$ cat config.mk
export PLATFORM = sky130hd
export DESIGN_NAME = texture_footprint_calc_flat
export DESIGN_NICKNAME = d
export VERILOG_FILES = /design/src/sv/tfc_pkg.sv /design/src/sv/tfc_chan_if.sv /design/src/sv/tfc_ctrl.sv /design/src/sv/tfc_dp.sv /design/src/sv/texture_footprint_calc.sv /design/src/flat_wrapper.sv
export VERILOG_INCLUDE_DIRS = /design/src /design/src/sv
export SDC_FILE = /design/constraint.sdc
export NUM_CORES = 1
export LEC_CHECK = 0
export BUFFER_PORTS_ARGS = -buffer_cell sky130_fd_sc_hd__buf_2
export CAP_MARGIN = 20
export CORE_UTILIZATION = 60
export CTS_BUF_LIST = sky130_fd_sc_hd__clkbuf_4 sky130_fd_sc_hd__clkbuf_8
export DETAILED_ROUTE_END_ITERATION = 6
export HOLD_SLACK_MARGIN = 0.02
export PLACE_DENSITY = 0.76
export SLEW_MARGIN = 20
export SYNTH_ARGS = -nofsm -noshare
export SYNTH_HDL_FRONTEND = slang
export SYNTH_HIERARCHICAL = 1
export SYNTH_SLANG_ARGS = --single-unit
$ cat constraint.sdc
create_clock -name clk_i -period 15.5 [get_ports clk_i]
set_input_delay 0 -clock clk_i [delete_from_list [all_inputs] [get_ports clk_i]]
set_output_delay 0 -clock clk_i [all_outputs]
set_load 0.02 [all_outputs]
$ cat src/sv/texture_footprint_calc_assert.svh
`ifndef TEXTURE_FOOTPRINT_CALC_ASSERT_SVH
`define TEXTURE_FOOTPRINT_CALC_ASSERT_SVH

// same-cycle implication, sampled on clk_i, off during reset
`define TFC_ASSERT_IMP(lbl, ante, cons, msg) \
  lbl: assert property (@(posedge clk_i) disable iff (!rst_ni) (ante) |-> (cons)) \
    else $error(msg);

// next-cycle implication, sampled on clk_i, off during reset
`define TFC_ASSERT_NXT(lbl, ante, cons, msg) \
  lbl: assert property (@(posedge clk_i) disable iff (!rst_ni) (ante) |=> (cons)) \
    else $error(msg);

`endif

$ cat src/sv/tfc_pkg.sv
package tfc_pkg;

  // parameter defaults
  localparam int unsigned MaxDimDefault  = 16384;
  localparam int unsigned MaxMipsDefault = 15;

  // level counter covers up to 32 levels
  localparam int unsigned LvlW   = 5;
  localparam int unsigned PitchW = 19;
  localparam int unsigned SizeW  = 34;
  localparam int unsigned SumW   = 39;
  localparam int unsigned MulAW  = 51;
  localparam int unsigned MulBW  = 15;
  localparam int unsigned ProdW  = 63;

  // format codes with special handling
  localparam logic [6:0] FmtR32G32B32A32Float = 7'd2;
  localparam logic [6:0] FmtR32G32B32Float    = 7'd6;
  localparam logic [6:0] FmtR32G32Float       = 7'd16;
  localparam logic [6:0] FmtR32Float          = 7'd41;
  localparam logic [6:0] FmtR9G9B9E5          = 7'd67;

  typedef struct packed {
    logic [14:0] width;
    logic [14:0] height;
    logic [6:0]  pixel_format;
    logic [3:0]  mip_levels;
    logic [11:0] depth_slices;
    logic [11:0] array_count;
    logic        cube_flag;
    logic [31:0] stated_pitch_or_size;
  } tfc_in_t;

  typedef struct packed {
    logic [18:0] pitch_bytes;
    logic [32:0] top_level_size;
    logic [57:0] total_size;
    logic        block_compressed;
    logic [7:0]  bits_per_pixel;
    logic [4:0]  channel_bytes;
    logic        shared_exponent;
    logic        float32_hdr;
    logic [18:0] row_stride;
    logic        stated_ok;
    logic        format_known;
  } tfc_out_t;

  typedef enum logic [1:0] {
    MUL_LEVEL,
    MUL_DEPTH,
    MUL_ARR
  } mul_sel_e;

  // controller to datapath
  typedef struct packed {
    logic            load;
    logic            pitch_en;
    logic            pitch_first;
    logic [LvlW-1:0] lvl;
    logic            acc_en;
    logic            acc_first;
    mul_sel_e        mul_sel;
    logic            prod_en;
    logic            out_load;
  } tfc_cmd_t;

  // datapath to controller
  typedef struct packed {
    logic last;
  } tfc_status_t;

  typedef struct packed {
    logic       known;
    logic       bc;
    logic       blk16;
    logic       packed_fmt;
    logic       shexp;
    logic       f32;
    logic [7:0] bpp;
  } fmt_info_t;

  // format table
  function automatic fmt_info_t fmt_info(input logic [6:0] f);
    fmt_info_t r;
    r.known      = (f >= 7'd1) && (f <= 7'd118);
    r.bc         = ((f >= 7'd70) && (f <= 7'd84)) || ((f >= 7'd94) && (f <= 7'd99));
    r.blk16      = !(((f >= 7'd70) && (f <= 7'd72)) || ((f >= 7'd79) && (f <= 7'd81)));
    r.packed_fmt = ((f >= 7'd100) && (f <= 7'd118)) || (f == 7'd68) || (f == 7'd69);
    r.shexp      = (f == FmtR9G9B9E5);
    r.f32        = (f == FmtR32G32B32A32Float) || (f == FmtR32G32B32Float) ||
                   (f == FmtR32G32Float) || (f == FmtR32Float);
    priority if (f == 7'd0)   r.bpp = 8'd0;
    else if (f <= 7'd4)       r.bpp = 8'd128;
    else if (f <= 7'd8)       r.bpp = 8'd96;
    else if (f <= 7'd22)      r.bpp = 8'd64;
    else if (f <= 7'd47)      r.bpp = 8'd32;
    else if (f <= 7'd59)      r.bpp = 8'd16;
    else if (f <= 7'd65)      r.bpp = 8'd8;
    else if (f == 7'd66)      r.bpp = 8'd1;
    else if (f <= 7'd69)      r.bpp = 8'd32;
    else if (f <= 7'd72)      r.bpp = 8'd4;
    else if (f <= 7'd78)      r.bpp = 8'd8;
    else if (f <= 7'd81)      r.bpp = 8'd4;
    else if (f <= 7'd84)      r.bpp = 8'd8;
    else if (f <= 7'd86)      r.bpp = 8'd16;
    else if (f <= 7'd93)      r.bpp = 8'd32;
    else if (f <= 7'd99)      r.bpp = 8'd8;
    else if ((f == 7'd100) || (f == 7'd101) || (f == 7'd107)) r.bpp = 8'd32;
    else if ((f == 7'd102) || (f == 7'd108) || (f == 7'd109)) r.bpp = 8'd64;
    else if ((f == 7'd103) || (f == 7'd106) || (f == 7'd110)) r.bpp = 8'd12;
    else if ((f == 7'd104) || (f == 7'd105)) r.bpp = 8'd24;
    else if ((f >= 7'd111) && (f <= 7'd113)) r.bpp = 8'd8;
    else if ((f == 7'd114) || (f == 7'd115)) r.bpp = 8'd16;
    else r.bpp = 8'd0;
    return r;
  endfunction

endpackage

$ cat src/sv/tfc_chan_if.sv
interface tfc_chan_if #(
  parameter type data_t = logic
) ();
  logic  valid;
  logic  ready;
  data_t data;

  modport source (output valid, output data, input ready);
  modport sink (input valid, input data, output ready);
endinterface

$ cat src/sv/tfc_ctrl.sv
`include "texture_footprint_calc_assert.svh"

module tfc_ctrl
  import tfc_pkg::*;
#(
  parameter int unsigned MAX_MIPS = MaxMipsDefault
) (
  input  logic        clk_i,
  input  logic        rst_ni,
  input  logic        in_valid_i,
  output logic        in_ready_o,
  input  logic        out_ready_i,
  output logic        out_valid_o,
  input  tfc_status_t st_i,
  output tfc_cmd_t    cmd_o
);

  typedef enum logic [2:0] {
    ST_IDLE,
    ST_LVL,
    ST_DRAIN,
    ST_MDEP,
    ST_MARR,
    ST_FIN
  } state_e;

  state_e          state_q, state_d;
  logic [LvlW-1:0] lvl_q, lvl_d;
  logic            out_valid_q, out_valid_d;
  logic            out_free;

  assign out_free    = !out_valid_q || out_ready_i;
  assign in_ready_o  = (state_q == ST_IDLE);
  assign out_valid_o = out_valid_q;

  // command decode and next state
  always_comb begin
    state_d           = state_q;
    lvl_d             = lvl_q;
    cmd_o             = '0;
    cmd_o.mul_sel     = MUL_LEVEL;
    cmd_o.lvl         = lvl_q;
    unique case (state_q)
      ST_IDLE: begin
        if (in_valid_i) begin
          cmd_o.load = 1'b1;
          lvl_d      = '0;
          state_d    = ST_LVL;
        end
      end
      ST_LVL: begin
        // pitch of this level, size of the previous one
        cmd_o.pitch_en    = 1'b1;
        cmd_o.pitch_first = (lvl_q == '0);
        cmd_o.acc_en      = (lvl_q != '0);
        cmd_o.acc_first   = (lvl_q == LvlW'(1));
        if (st_i.last) begin
          state_d = ST_DRAIN;
        end else begin
          lvl_d = lvl_q + LvlW'(1);
        end
      end
      ST_DRAIN: begin
        cmd_o.acc_en    = 1'b1;
        cmd_o.acc_first = (lvl_q == '0);
        state_d         = ST_MDEP;
      end
      ST_MDEP: begin
        cmd_o.mul_sel = MUL_DEPTH;
        cmd_o.prod_en = 1'b1;
        state_d       = ST_MARR;
      end
      ST_MARR: begin
        cmd_o.mul_sel = MUL_ARR;
        cmd_o.prod_en = 1'b1;
        state_d       = ST_FIN;
      end
      ST_FIN: begin
        if (out_free) begin
          cmd_o.out_load = 1'b1;
          state_d        = ST_IDLE;
        end
      end
      default: state_d = ST_IDLE;
    endcase
    out_valid_d = cmd_o.out_load ? 1'b1 : (out_ready_i ? 1'b0 : out_valid_q);
  end

  // state and output valid
  always_ff @(posedge clk_i or negedge rst_ni) begin
    if (!rst_ni) begin
      state_q     <= ST_IDLE;
      lvl_q       <= '0;
      out_valid_q <= 1'b0;
    end else begin
      state_q     <= state_d;
      lvl_q       <= lvl_d;
      out_valid_q <= out_valid_d;
    end
  end

  `TFC_ASSERT_NXT(a_accept_starts_top, in_valid_i && in_ready_o, (state_q == ST_LVL) && (lvl_q == '0), "accepted word did not start at the top level")
  `TFC_ASSERT_IMP(a_lvl_in_range, state_q != ST_IDLE, lvl_q < LvlW'(MAX_MIPS), "level counter ran past the mip limit")
  `TFC_ASSERT_IMP(a_top_not_summed, cmd_o.pitch_first, !cmd_o.acc_en, "top pitch and accumulate overlap")
  `TFC_ASSERT_NXT(a_result_shown, cmd_o.out_load, out_valid_o && (state_q == ST_IDLE), "loaded result not presented")

endmodule

$ cat src/sv/tfc_dp.sv
module tfc_dp
  import tfc_pkg::*;
#(
  parameter int unsigned MAX_DIM  = MaxDimDefault,
  parameter int unsigned MAX_MIPS = MaxMipsDefault
) (
  input  logic        clk_i,
  input  tfc_in_t     in_data_i,
  input  tfc_cmd_t    cmd_i,
  output tfc_status_t st_o,
  output tfc_out_t    out_data_o
);

  localparam int unsigned DimCmpW = 17;

  logic [14:0]      w_q, h_q;
  logic [6:0]       fmt_q;
  logic [3:0]       mips_q;
  logic [11:0]      depth_q, arr_q;
  logic             cube_q;
  logic [31:0]      stated_q;
  logic [18:0]      pitch_q, top_pitch_q, stride_q;
  logic [14:0]      ph_q;
  logic [SizeW-1:0] top_size_q;
  logic [SumW-1:0]  sum_q;
  logic [ProdW-1:0] prod_q;
  tfc_out_t         out_q;

  fmt_info_t        fi;
  logic [14:0]      w_clamp, h_clamp;
  logic [LvlW-1:0]  eff_mips, nlev;
  logic [14:0]      w_sh, h_sh, mw, mh;
  logic [15:0]      bw_sum, bh_sum;
  logic [13:0]      bw_raw, bh_raw, bw, bh;
  logic [17:0]      bc_pitch;
  logic [16:0]      pk_pitch;
  logic [22:0]      plain_raw;
  logic [18:0]      plain_pitch, pitch_d;
  logic [14:0]      ph_d;
  logic [MulAW-1:0] mul_a;
  logic [MulBW-1:0] mul_b;
  logic [65:0]      mul_p;
  logic [SizeW-1:0] lvl_size;
  logic             big;
  logic [60:0]      base, x6, tot;
  logic [57:0]      total;

  // input clamp
  assign w_clamp = ({2'b0, in_data_i.width} > DimCmpW'(MAX_DIM)) ?
                   15'(MAX_DIM) : in_data_i.width;
  assign h_clamp = ({2'b0, in_data_i.height} > DimCmpW'(MAX_DIM)) ?
                   15'(MAX_DIM) : in_data_i.height;

  // descriptor registers
  always_ff @(posedge clk_i) begin
    if (cmd_i.load) begin
      w_q      <= w_clamp;
      h_q      <= h_clamp;
      fmt_q    <= in_data_i.pixel_format;
      mips_q   <= in_data_i.mip_levels;
      depth_q  <= in_data_i.depth_slices;
      arr_q    <= in_data_i.array_count;
      cube_q   <= in_data_i.cube_flag;
      stated_q <= in_data_i.stated_pitch_or_size;
    end
  end

  assign fi = fmt_info(fmt_q);

  // level count, at least one, at most MAX_MIPS
  assign eff_mips  = ({1'b0, mips_q} > LvlW'(MAX_MIPS)) ? LvlW'(MAX_MIPS) : {1'b0, mips_q};
  assign nlev      = (eff_mips == '0) ? LvlW'(1) : eff_mips;
  assign st_o.last = (cmd_i.lvl == (nlev - LvlW'(1)));

  // level dimensions, floor of one below the top
  assign w_sh = w_q >> cmd_i.lvl;
  assign h_sh = h_q >> cmd_i.lvl;
  assign mw   = (cmd_i.lvl == '0) ? w_q : ((w_sh == '0) ? 15'd1 : w_sh);
  assign mh   = (cmd_i.lvl == '0) ? h_q : ((h_sh == '0) ? 15'd1 : h_sh);

  // block compressed pitch
  assign bw_sum   = {1'b0, mw} + 16'd3;
  assign bh_sum   = {1'b0, mh} + 16'd3;
  assign bw_raw   = bw_sum[15:2];
  assign bh_raw   = bh_sum[15:2];
  assign bw       = (bw_raw == '0) ? 14'd1 : bw_raw;
  assign bh       = (bh_raw == '0) ? 14'd1 : bh_raw;
  assign bc_pitch = fi.blk16 ? {bw, 4'b0} : {1'b0, bw, 3'b0};

  // packed pitch: two pixels per four bytes
  assign pk_pitch = {bw_sum[15:1] - 15'd1, 2'b0};

  // plain pitch, also the row stride at the top level
  assign plain_raw   = 23'(mw) * 23'(fi.bpp) + 23'd7;
  assign plain_pitch = plain_raw[21:3];

  always_comb begin
    priority if (fi.bc) begin
      pitch_d = 19'(bc_pitch);
      ph_d    = {1'b0, bh};
    end else if (fi.packed_fmt) begin
      pitch_d = 19'(pk_pitch);
      ph_d    = mh;
    end else begin
      pitch_d = plain_pitch;
      ph_d    = mh;
    end
  end

  // shared multiplier
  always_comb begin
    unique case (cmd_i.mul_sel)
      MUL_LEVEL: begin
        mul_a = MulAW'(pitch_q);
        mul_b = ph_q;
      end
      MUL_DEPTH: begin
        mul_a = MulAW'(sum_q);
        mul_b = MulBW'(depth_q);
      end
      MUL_ARR: begin
        mul_a = prod_q[MulAW-1:0];
        mul_b = MulBW'(arr_q);
      end
      default: begin
        mul_a = '0;
        mul_b = '0;
      end
    endcase
  end

  assign mul_p    = 66'(mul_a) * 66'(mul_b);
  assign lvl_size = mul_p[SizeW-1:0];

  // level pitch, sum and product registers
  always_ff @(posedge clk_i) begin
    if (cmd_i.pitch_en) begin
      pitch_q <= pitch_d;
      ph_q    <= ph_d;
    end
    if (cmd_i.pitch_en && cmd_i.pitch_first) begin
      top_pitch_q <= pitch_d;
      stride_q    <= plain_pitch;
    end
    if (cmd_i.acc_en) begin
      if (cmd_i.acc_first) begin
        sum_q      <= SumW'(lvl_size);
        top_size_q <= lvl_size;
      end else begin
        sum_q <= sum_q + SumW'(lvl_size);
      end
    end
    if (cmd_i.prod_en) begin
      prod_q <= mul_p[ProdW-1:0];
    end
  end

  // cube faces and saturation
  assign big   = |prod_q[ProdW-1:58];
  assign base  = 61'(prod_q[57:0]);
  assign x6    = (base << 2) + (base << 1);
  assign tot   = cube_q ? x6 : base;
  assign total = (big || (|tot[60:58])) ? '1 : tot[57:0];

  // result register
  always_ff @(posedge clk_i) begin
    if (cmd_i.out_load) begin
      out_q.pitch_bytes      <= top_pitch_q;
      out_q.top_level_size   <= top_size_q[32:0];
      out_q.total_size       <= total;
      out_q.block_compressed <= fi.bc;
      out_q.bits_per_pixel   <= fi.bpp;
      out_q.channel_bytes    <= fi.shexp ? 5'd0 : fi.bpp[7:3];
      out_q.shared_exponent  <= fi.shexp;
      out_q.float32_hdr      <= fi.f32;
      out_q.row_stride       <= stride_q;
      out_q.stated_ok        <= fi.bc ? ({2'b0, stated_q} == top_size_q) :
                                        (stated_q == {13'b0, top_pitch_q});
      out_q.format_known     <= fi.known;
    end
  end

  assign out_data_o = out_q;

endmodule

$ cat src/sv/texture_footprint_calc.sv
// channel  | dir | payload   | word
// in_i     | in  | tfc_in_t  | one texture descriptor
// out_o    | out | tfc_out_t | pitch, sizes and format info for it
//
// each mip level (count clamped to 1..MAX_MIPS) gets an ST_LVL step, then ST_DRAIN,
// ST_MDEP, ST_MARR, and ST_FIN loads the result; no new word is taken until back in idle
// one mip level per cycle through the single shared multiplier, then depth, array, faces
// in_i.ready is high only while the controller is idle
// reset clears the controller state and the output valid, payload registers are not reset
// a stalled result sits in the output register while the next descriptor is worked on
module texture_footprint_calc
  import tfc_pkg::*;
#(
  parameter int unsigned MAX_DIM  = MaxDimDefault,
  parameter int unsigned MAX_MIPS = MaxMipsDefault
) (
  input  logic       clk_i,
  input  logic       rst_ni,
  tfc_chan_if.sink   in_i,
  tfc_chan_if.source out_o
);

  tfc_cmd_t    cmd;
  tfc_status_t st;
  tfc_out_t    out_data;

  // sequencer
  tfc_ctrl #(
    .MAX_MIPS (MAX_MIPS)
  ) u_ctrl (
    .clk_i       (clk_i),
    .rst_ni      (rst_ni),
    .in_valid_i  (in_i.valid),
    .in_ready_o  (in_i.ready),
    .out_ready_i (out_o.ready),
    .out_valid_o (out_o.valid),
    .st_i        (st),
    .cmd_o       (cmd)
  );

  // arithmetic and result register
  tfc_dp #(
    .MAX_DIM  (MAX_DIM),
    .MAX_MIPS (MAX_MIPS)
  ) u_dp (
    .clk_i      (clk_i),
    .in_data_i  (in_i.data),
    .cmd_i      (cmd),
    .st_o       (st),
    .out_data_o (out_data)
  );

  assign out_o.data = out_data;

endmodule
$ cat src/flat_wrapper.sv
// flat-port wrapper written by rule: the top's interface ports become plain ports
module texture_footprint_calc_flat import tfc_pkg::*;
#(
  parameter int unsigned MAX_DIM  = MaxDimDefault,
  parameter int unsigned MAX_MIPS = MaxMipsDefault
)
  (clk_i, rst_ni, in_i_valid, in_i_data, in_i_ready, out_o_valid, out_o_data, out_o_ready);
  tfc_chan_if in_i_i ();
  tfc_chan_if out_o_i ();
  input  logic clk_i;
  input  logic rst_ni;
  input wire logic [$bits(in_i_i.valid)-1:0] in_i_valid;
  input wire logic [$bits(in_i_i.data)-1:0] in_i_data;
  output wire logic [$bits(in_i_i.ready)-1:0] in_i_ready;
  output wire logic [$bits(out_o_i.valid)-1:0] out_o_valid;
  output wire logic [$bits(out_o_i.data)-1:0] out_o_data;
  input wire logic [$bits(out_o_i.ready)-1:0] out_o_ready;
  assign in_i_i.valid = in_i_valid;
  assign in_i_i.data = in_i_data;
  assign in_i_ready = in_i_i.ready;
  assign out_o_valid = out_o_i.valid;
  assign out_o_data = out_o_i.data;
  assign out_o_i.ready = out_o_ready;
  texture_footprint_calc #(.MAX_DIM(MAX_DIM), .MAX_MIPS(MAX_MIPS)) u_core (.clk_i(clk_i), .rst_ni(rst_ni), .in_i(in_i_i), .out_o(out_o_i));
endmodule
-- Word level (Yosys, flattened, before mapping)
Cells that the tools add are included.
- flip-flop bits (word level): 9
- latch bits: 0
- bits in writable memories: 0
- ROM bits: 0
- output and inout bits: 3
- memories: 0
- $add $sub $neg: 1
- multipliers: 0
- div/mod/pow operators: 0
- $lt $le $gt $ge: 0
- eq/ne operators: 9
- shifts and indexed selects: 0
- muxes and demuxes: 11
- bitwise gates (word level): 0
- reductions and logical operators: 8
- operators by type and width (cell ; number):
    3-bit case mux with 6 select lines ; 1
    5-bit two-way mux ; 2
    5-bit case mux with 2 select lines ; 1
    3-bit two-way mux ; 3
    3-bit by 2-bit == test with 1-bit output (second input constant) ; 2
    3-bit == test (second input constant) ; 2
    2-bit != test (second input constant) ; 3
    3-bit AND reduction ; 2
    5-bit by 1-bit adder with 5-bit output (second input constant) ; 1
    5-bit zero test ; 1
    1-bit two-way mux ; 4
    2-bit nonzero test ; 2
    3-bit by 1-bit == test with 1-bit output (second input constant) ; 1
    3-bit zero test ; 1
    2-bit by 1-bit != test with 1-bit output (second input constant) ; 1
    1-bit zero test ; 1
    1-bit logical OR ; 1

-- Longest topological paths before layout
Gate-level depths: netlist (run 1).
- depth in word-level cells: 5
- mapped depth: 10

-- Cells and area by module
Netlist (run 1), hierarchy kept.
- by module, submodules not included (module ; times used ; cells each ; area each (um2)):
    tfc_dp ; 1 ; 5031 ; 49861.6
    tfc_ctrl ; 1 ; 69 ; 621.8
    texture_footprint_calc ; 1 ; 1 ; 3.8

-- Worst setup path after synthesis (run 1)
OpenSTA, ideal clock, no wires.
- path type: register -> register
- start: register u_core.u_ctrl.state_q[2]
- end: register, netlist name u_core/u_dp/sum_q[36]
- library setup time: 0.266 ns
- arrival time: 9.562 ns
- data required time: 15.234 ns
- setup slack: 5.672 ns
- cell stages (with the launch flop): 41
- clock period less this slack: 9.828 ns
- path through: dfrtp_1 -> buf_2 -> nor3b_1 -> clkbuf_1 -> clkbuf_1 -> clkbuf_1 -> mux2i_1 -> o21ai_0 -> clkbuf_1 -> nand2_1 -> fa_1 -> inv_1 -> fa_1 -> fa_1 -> inv_1 -> fa_1 -> fa_1 -> inv_1 -> (+5 left out) -> o31a_1 -> nand3_1 -> a31oi_1 -> o21ai_0 -> xor2_1 -> ha_1 -> a21o_1 -> a21o_1 -> a21o_1 -> a21oi_1 -> o21ai_0 -> a21o_1 -> a21oi_1 -> o31ai_1 -> a31o_2 -> nand3_1 -> xor2_1 -> nor2_1
- RTL lines (what ; RTL line ; text):
    start: declaration ; tfc_ctrl.sv:27 ; state_e state_q, state_d;
    start signal: assignment ; tfc_ctrl.sv:96 ; state_q <= state_d;

==> results of run 1 <==
registers in the layout, summed over array words and instances (netlist names):
register	flops
u_core/u_dp/out_data_o	1
u_core/u_dp/mips_q	4
u_core/u_ctrl/out_valid_o	1
u_core/u_dp/fmt_q	7
u_core/u_ctrl/lvl_q	5
u_core/u_ctrl/state_q	3
power by group:
group          internal, uW  leakage [uW]  switching [uW]
registers              74.3      0.000223            17.8
logic                  38.4      0.000283            40.6
clock network          9.62     0.0000177            16.5
worst min path at each step:
stage	slack (ns)	end	startpoint
after CTS	0.06	u_core/u_ctrl/state_q[2]$_DFFE_PN0P_	rst_ni
after global routing	0.08	u_core/u_ctrl/lvl_q[3]$_DFFE_PN0P_	rst_ni
after global placement	-0.14	u_core/u_ctrl/state_q[2]$_DFFE_PN0P_	rst_ni
after floorplan	-0.30	u_core/u_ctrl/lvl_q[0]$_DFFE_PN0P_	rst_ni
final	0.05	u_core/u_ctrl/state_q[2]$_DFFE_PN0P_	rst_ni
after detailed placement	-0.14	u_core/u_ctrl/state_q[2]$_DFFE_PN0P_	rst_ni
routing by layer:
| metal | vias to the layer above | GRT usage, % | wire length (um) |
|---|---|---|---|
| li1 | 365 | - | - |
| met1 | 341 | 21.4 | 764 |
| met2 | 15 | 37.5 | 942 |
| met3 | 4 | 2.75 | 43 |
| met4 | 0 | 12.4 | 29 |
| met5 | - | 0 | 0 |
through the flow:
step	instance area [um^2]	util [%]	setup WS [ns]	total power, uW
finish	1190	67.0	12.65	197
global route	1190	67.0	12.47	212
CTS	1190	67.0	12.63	197
detailed placement	1140	63.8	12.65	171
global placement	1140	63.8	12.73	166
floorplan	1210	-	13.04	172
cells in the final DEF, fill, tap and decap left out, types with 2 or more instances in the layout:
cell and instances:
edfxtp_1 12, dlygate4sd3_1 3, nor3_2 2, nor3_1 2, buf_2 6, xnor2_1 3
a31oi_1 2, nor2_1 6, a21oi_1 3, inv_1 6, ha_1 3, a21o_1 3
a221o_1 2, dfrtp_1 9, o21ai_0 2, nand3_1 2, nand2_1 7, nand2b_1 5
conb_1 11, clkbuf_4 3, nor4_1 2
final cells by class:
class / count / area, um^2
fillers: 141 / 588
flip-flops and latches: 21 / 586
multi-input cells: 73 / 468
repair buffers: 9 / 60.1
well taps: 25 / 31.3
clock buffers: 3 / 22.5
inverters: 6 / 22.5
clock inverters: 1 / 5.00
==> summary.md, run 1 <==
| Metric | Value |
|---|---|
| Clk_lat worst skew | 0.30 ns |
| Vias in the first global route | 724 |
| Core Area | 1780 um^2 |
| Crit path time final | between 2 and 3 ns |
| Number of max-cap violations | 0 |
| Clock Sinks | 21 |
| GRT Util Overall | 20.3% |
| Slowest stage cell, crit path | nor4_1 |
| Tcrit/Tclk final | 18.4% |
| Min-delay worst type | in2async |
| CTS tree | done |
| Measured slew at the worst slew-check pin | 0.747 ns |
| Largest net degree at the start of global routing | 14 |
| YS warnings | 6 |
| WP data arrival | 3.08 ns |
| WHS | about 0.053 ns |
| Die width | around 46 um |
| Mean Syn Cell Area | 10.0 um^2 |
| CP startpoint | u_core/u_dp/mips_q[2]$_DFFE_PP_ |
| Post-Syn Instances | between 100 and 150 |
| Antenna violations before repair | 0 |
| H-tree depth | 1 |
| Flop2flop setup slack | between 10 and 15 ns |
| Peak Freq | between 300 and 400 MHz |
| Final setup violation count | 0 |
| Number of buffers inserted by hold repair at cts | 3 |
| IO Pins | 8 |
| Total grt overflow | 0 |
| Routed Antenna Nets | 0 |
| Worst R2R End | u_core/u_ctrl/lvl_q[2]$_DFFE_PN0P_ |
| Layout Skew | between 0.005 and 0.006 ns |
| Post-CTS sizing | 0 |
| First-pass GRT wire length | 2.88 mm |
| Initial DRC count | 17 |
| Final setup TNS | 0 ns |
| CP Depth | 9 |
| Reg clk slew, reported paths | about 0.12 ns |
| Final Hold Fails | 0 |
| Die area | 2140 um^2 |
| Routed vias | between 700 and 800 |
| Share of layout cells above drive strength 1 | around 16% |
| Diode count | 0 |
| Rel. slew slack | about 50% |
| Status | finished clean |
| Placement row count | 15 |
| Cell Chain, Critical Path | nor3_1, nor2_1, ha_1, or3b_2, o31a_1, nor4_1, nand2b_1, a21oi_1, a31oi_1 |
| Worst reg2reg path startpoint | u_core/u_dp/mips_q[2]$_DFFE_PP_ |
| Vias per std cell | about 5.3 |
| Port Buf Inserts | 6 |
| Crit. End Element | register |
| Area Overhead vs Synth | 1.81% |
| 1st-pass router iterations | 4 |
| Delay-heaviest family, CP | simple AND/OR/NAND/NOR gates |
| Clock root cell | clkbuf_4 |
| CP Buf/Inv Count | 0 |
| Slew Viols, Final | 0 |
| Post-Route WL | about 1.8 mm |
| Post-detailed-placement half-perimeter wirelength | 1.30 mm |
| Non-Filler Instances | 138 |
| VDD IR-drop max | around 0.12 mV |
| WP data required | between 15 and 20 ns |
| Die height | 46.2 um |
| Post-CTS Setup Inserts | 0 |
| CP max FO | 5 |
| PwrDens | 165 nW/um^2 |
| GP Congestion | 0.701 |
| TritonCTS buffer count | 3 |
| R2R cell count | 9 |
| DP Cell Count | between 100 and 150 |
| Clock Tree Buf Depth | 2 |
| Wirelength per Cell | around 13 um |
| RSZ-0062 raised after global routing | no |
| Post-Syn Area | 1170 um^2 |
| CP peak stage delay | 0.67 ns |
| Setup CP Type | reg2reg |
| Nets | 122 |
| Crit path launch type | register |
| Drc violations | 0 |
| CP Capture Point | u_core/u_ctrl/lvl_q[2]$_DFFE_PN0P_ |
| Leak | between 0.0005 and 0.0006 uW |
| Initial Util | between 60% and 70% |
(Power assumes the default switching activity.)
==> run 2, diff against run 1 <==
==> constraint.sdc (replaced) <==
create_clock -name clk_i -period 2.7 [get_ports clk_i]
set_input_delay 0 -clock clk_i [delete_from_list [all_inputs] [get_ports clk_i]]
set_output_delay 0 -clock clk_i [all_outputs]
set_load 0.02 [all_outputs]
==> summary.md, run 2 (synthesized netlist as in run 1, its figures left out) <==
| Metric | Value |
|---|---|
| TritonCTS buffer count | 3 |
| Crit path time final | 2.55 ns |
| Tcrit/Tclk final | a little over nine tenths |
| Total grt overflow | 0 |
| Die height | 46.2 um |
| WP data arrival | 2.80 ns |
| R2R cell count | 11 |
| GRT Util Overall | 20.3% |
| Endpoint, Worst Hold | u_core/u_ctrl/out_valid_o$_DFFE_PN0P_ |
| Final Hold Fails | 0 |
| H-tree depth | 1 |
| Hold_sp | out_o_ready |
| Largest net degree at the start of global routing | 14 |
| Post-Place Worst Slack | 0.00378 ns |
| Most frequent cells in the layout | edfxtp_1 (12), conb_1 (11), dfrtp_1 (9) |
| Peak Freq | just under 400 MHz |
| GP Congestion | approximately 0.70 |
| Post-detailed-placement half-perimeter wirelength | 1.27 mm |
| WHS | 0.0472 ns |
| Largest registers | u_core/u_dp/fmt_q x7, u_core/u_ctrl/lvl_q x5, u_core/u_dp/mips_q x4 |
| Crit. End Element | register |
| Antenna violations before repair | 0 |
| Vias in the first global route | between 600 and 700 |
| CTS tree | done |
| Layout Skew | 0.00357 ns |
| Area Overhead vs Synth | 4.48% |
| Diode count | 0 |
| Commonest non-fill, non-tap cell in the layout | edfxtp_1 |
| Status | finished clean |
| Vias per std cell | around 5.1 |
| CP max FO | 5 |
| Initial DRC count | 17 |
| Final setup violation count | 0 |
| Clock root cell | clkbuf_4 |
| Worst reg2reg path startpoint | u_core/u_dp/mips_q[1]$_DFFE_PP_ |
| VDD IR-drop max | 0.715 mV |
| Die width | between 40 and 50 um |
| First-pass GRT wire length | about 2.8 mm |
| Setup CP Type | reg2reg |
| Core Area | 1780 um^2 |
| 1st-pass router iterations | 5 |
| RSZ-0062 raised after global routing | no |
| Die area | 2140 um^2 |
| Drc violations | 0 |
| Worst R2R End | u_core/u_ctrl/lvl_q[3]$_DFFE_PN0P_ |
| Clk_lat worst skew | 0.30 ns |
| WP data required | roughly 3.0 ns |
| Wirelength per Cell | 12.3 um |
| Slew Viols, Final | 0 |
| Routed Antenna Nets | 0 |
| PwrDens | about 960 nW/um^2 |
| Top reg by flops | u_core/u_dp/fmt_q |
| Min-delay worst type | in2reg |
| DP Cell Count | 134 |
| Max reg flops | 7 |
| Non-Filler Instances | around 140 |
| Reg clk slew, reported paths | roughly 0.12 ns |
| Clock Tree Buf Depth | 2 |
| Crit path launch type | register |
| Post-Route WL | 1.74 mm |
| Worst Hold Path Cells | 3 |
| Routed vias | 723 |
| Final setup TNS | 0 ns |
| Initial Util | 65.8% |
| Share of layout cells above drive strength 1 | 19.8% |
| Port Buf Inserts | 6 |
| Nets | 125 |
| IO Pins | 8 |
| Worst Slack Setup Final | 0.154 ns |
| Flop2flop setup slack | 0.15 ns |
| Clock Sinks | 21 |
| Number of max-cap violations | 0 |
| Leak | ~0.00054 uW |
| Placement row count | 15 |
[run 2: power by group]
| part | internal [uW] | total [uW] | leakage, uW | switching (uW) |
|---|---|---|---|---|
| Clock | 55.2 | 149 | 0.0000177 | 94.2 |
| Combinational | 251 | 495 | 0.000296 | 244 |
| Sequential | 426 | 527 | 0.000223 | 101 |
| Total | 732 | 1170 | 0.000537 | 439 |
[run 2: repair_timing]
item                                    in CTS  in global routing
pin swaps                                    1                  3
setup buffers                                1                  0
endpoints found under the hold margin       10                  0
cloned                                       0                  0
hold buffers                                 2                  0
endpoints found under the setup margin       2                  2
resized for setup                            0                  3
[run 2: cell type report]
cell class	count	area [um^2]
clock buffer	3	22.5
clock inverter	1	5.00
fill	145	557
inverter	6	22.5
multi-input combinational	73	479
sequential	21	586
tap	25	31.3
timing repair buffer	12	80.1
[run 2: layer usage]
layer,up-vias,share of wire [%],track usage (%)
met4,0,1.4,12.4
met5,-,0,0
met2,15,53,35.8
met1,335,43,23.2
li1,371,-,-
met3,2,2.8,2.35
[run 2: how the worst max path moves through the flow]
stage | end | startpoint | slack (ns)
2_1_floorplan | u_core/u_ctrl/lvl_q[4]$_DFFE_PN0P_ | u_core/u_dp/mips_q[2]$_DFFE_PP_ | 0.24
3_3_place_gp | u_core/u_ctrl/lvl_q[4]$_DFFE_PN0P_ | u_core/u_dp/mips_q[1]$_DFFE_PP_ | 0.13
3_5_place_dp | u_core/u_ctrl/lvl_q[4]$_DFFE_PN0P_ | u_core/u_dp/mips_q[1]$_DFFE_PP_ | 0.004
4_1_cts | u_core/u_ctrl/lvl_q[4]$_DFFE_PN0P_ | u_core/u_dp/mips_q[1]$_DFFE_PP_ | 0.05
5_1_grt | u_core/u_ctrl/lvl_q[3]$_DFFE_PN0P_ | u_core/u_dp/mips_q[1]$_DFFE_PP_ | 0.04
6_report | u_core/u_ctrl/lvl_q[3]$_DFFE_PN0P_ | u_core/u_dp/mips_q[1]$_DFFE_PP_ | 0.15
[run 2: through the flow]
stage / total power [uW] / util (%) / instance area, um^2
3_5_place_dp: 1010 / 65.1 / 1160
6_report: 1170 / 68.8 / 1230
2_1_floorplan: 990 / - / 1210
4_1_cts: 1160 / 68.1 / 1210
5_1_grt: 1270 / 68.8 / 1230
3_3_place_gp: 980 / 65.1 / 1160
[run 2: worst max-delay path, cell delays in order (launching register included)]
cell and delay (ns):
edfxtp_1 0.39, nor3_1 0.06, nor2_1 0.15, ha_2 0.21
or3b_4 0.38, a31oi_1 0.16, o31a_1 0.16, nor4_1 0.05
buf_4 0.15, or4b_4 0.51, nor3_4 0.17, a21o_1 0.11
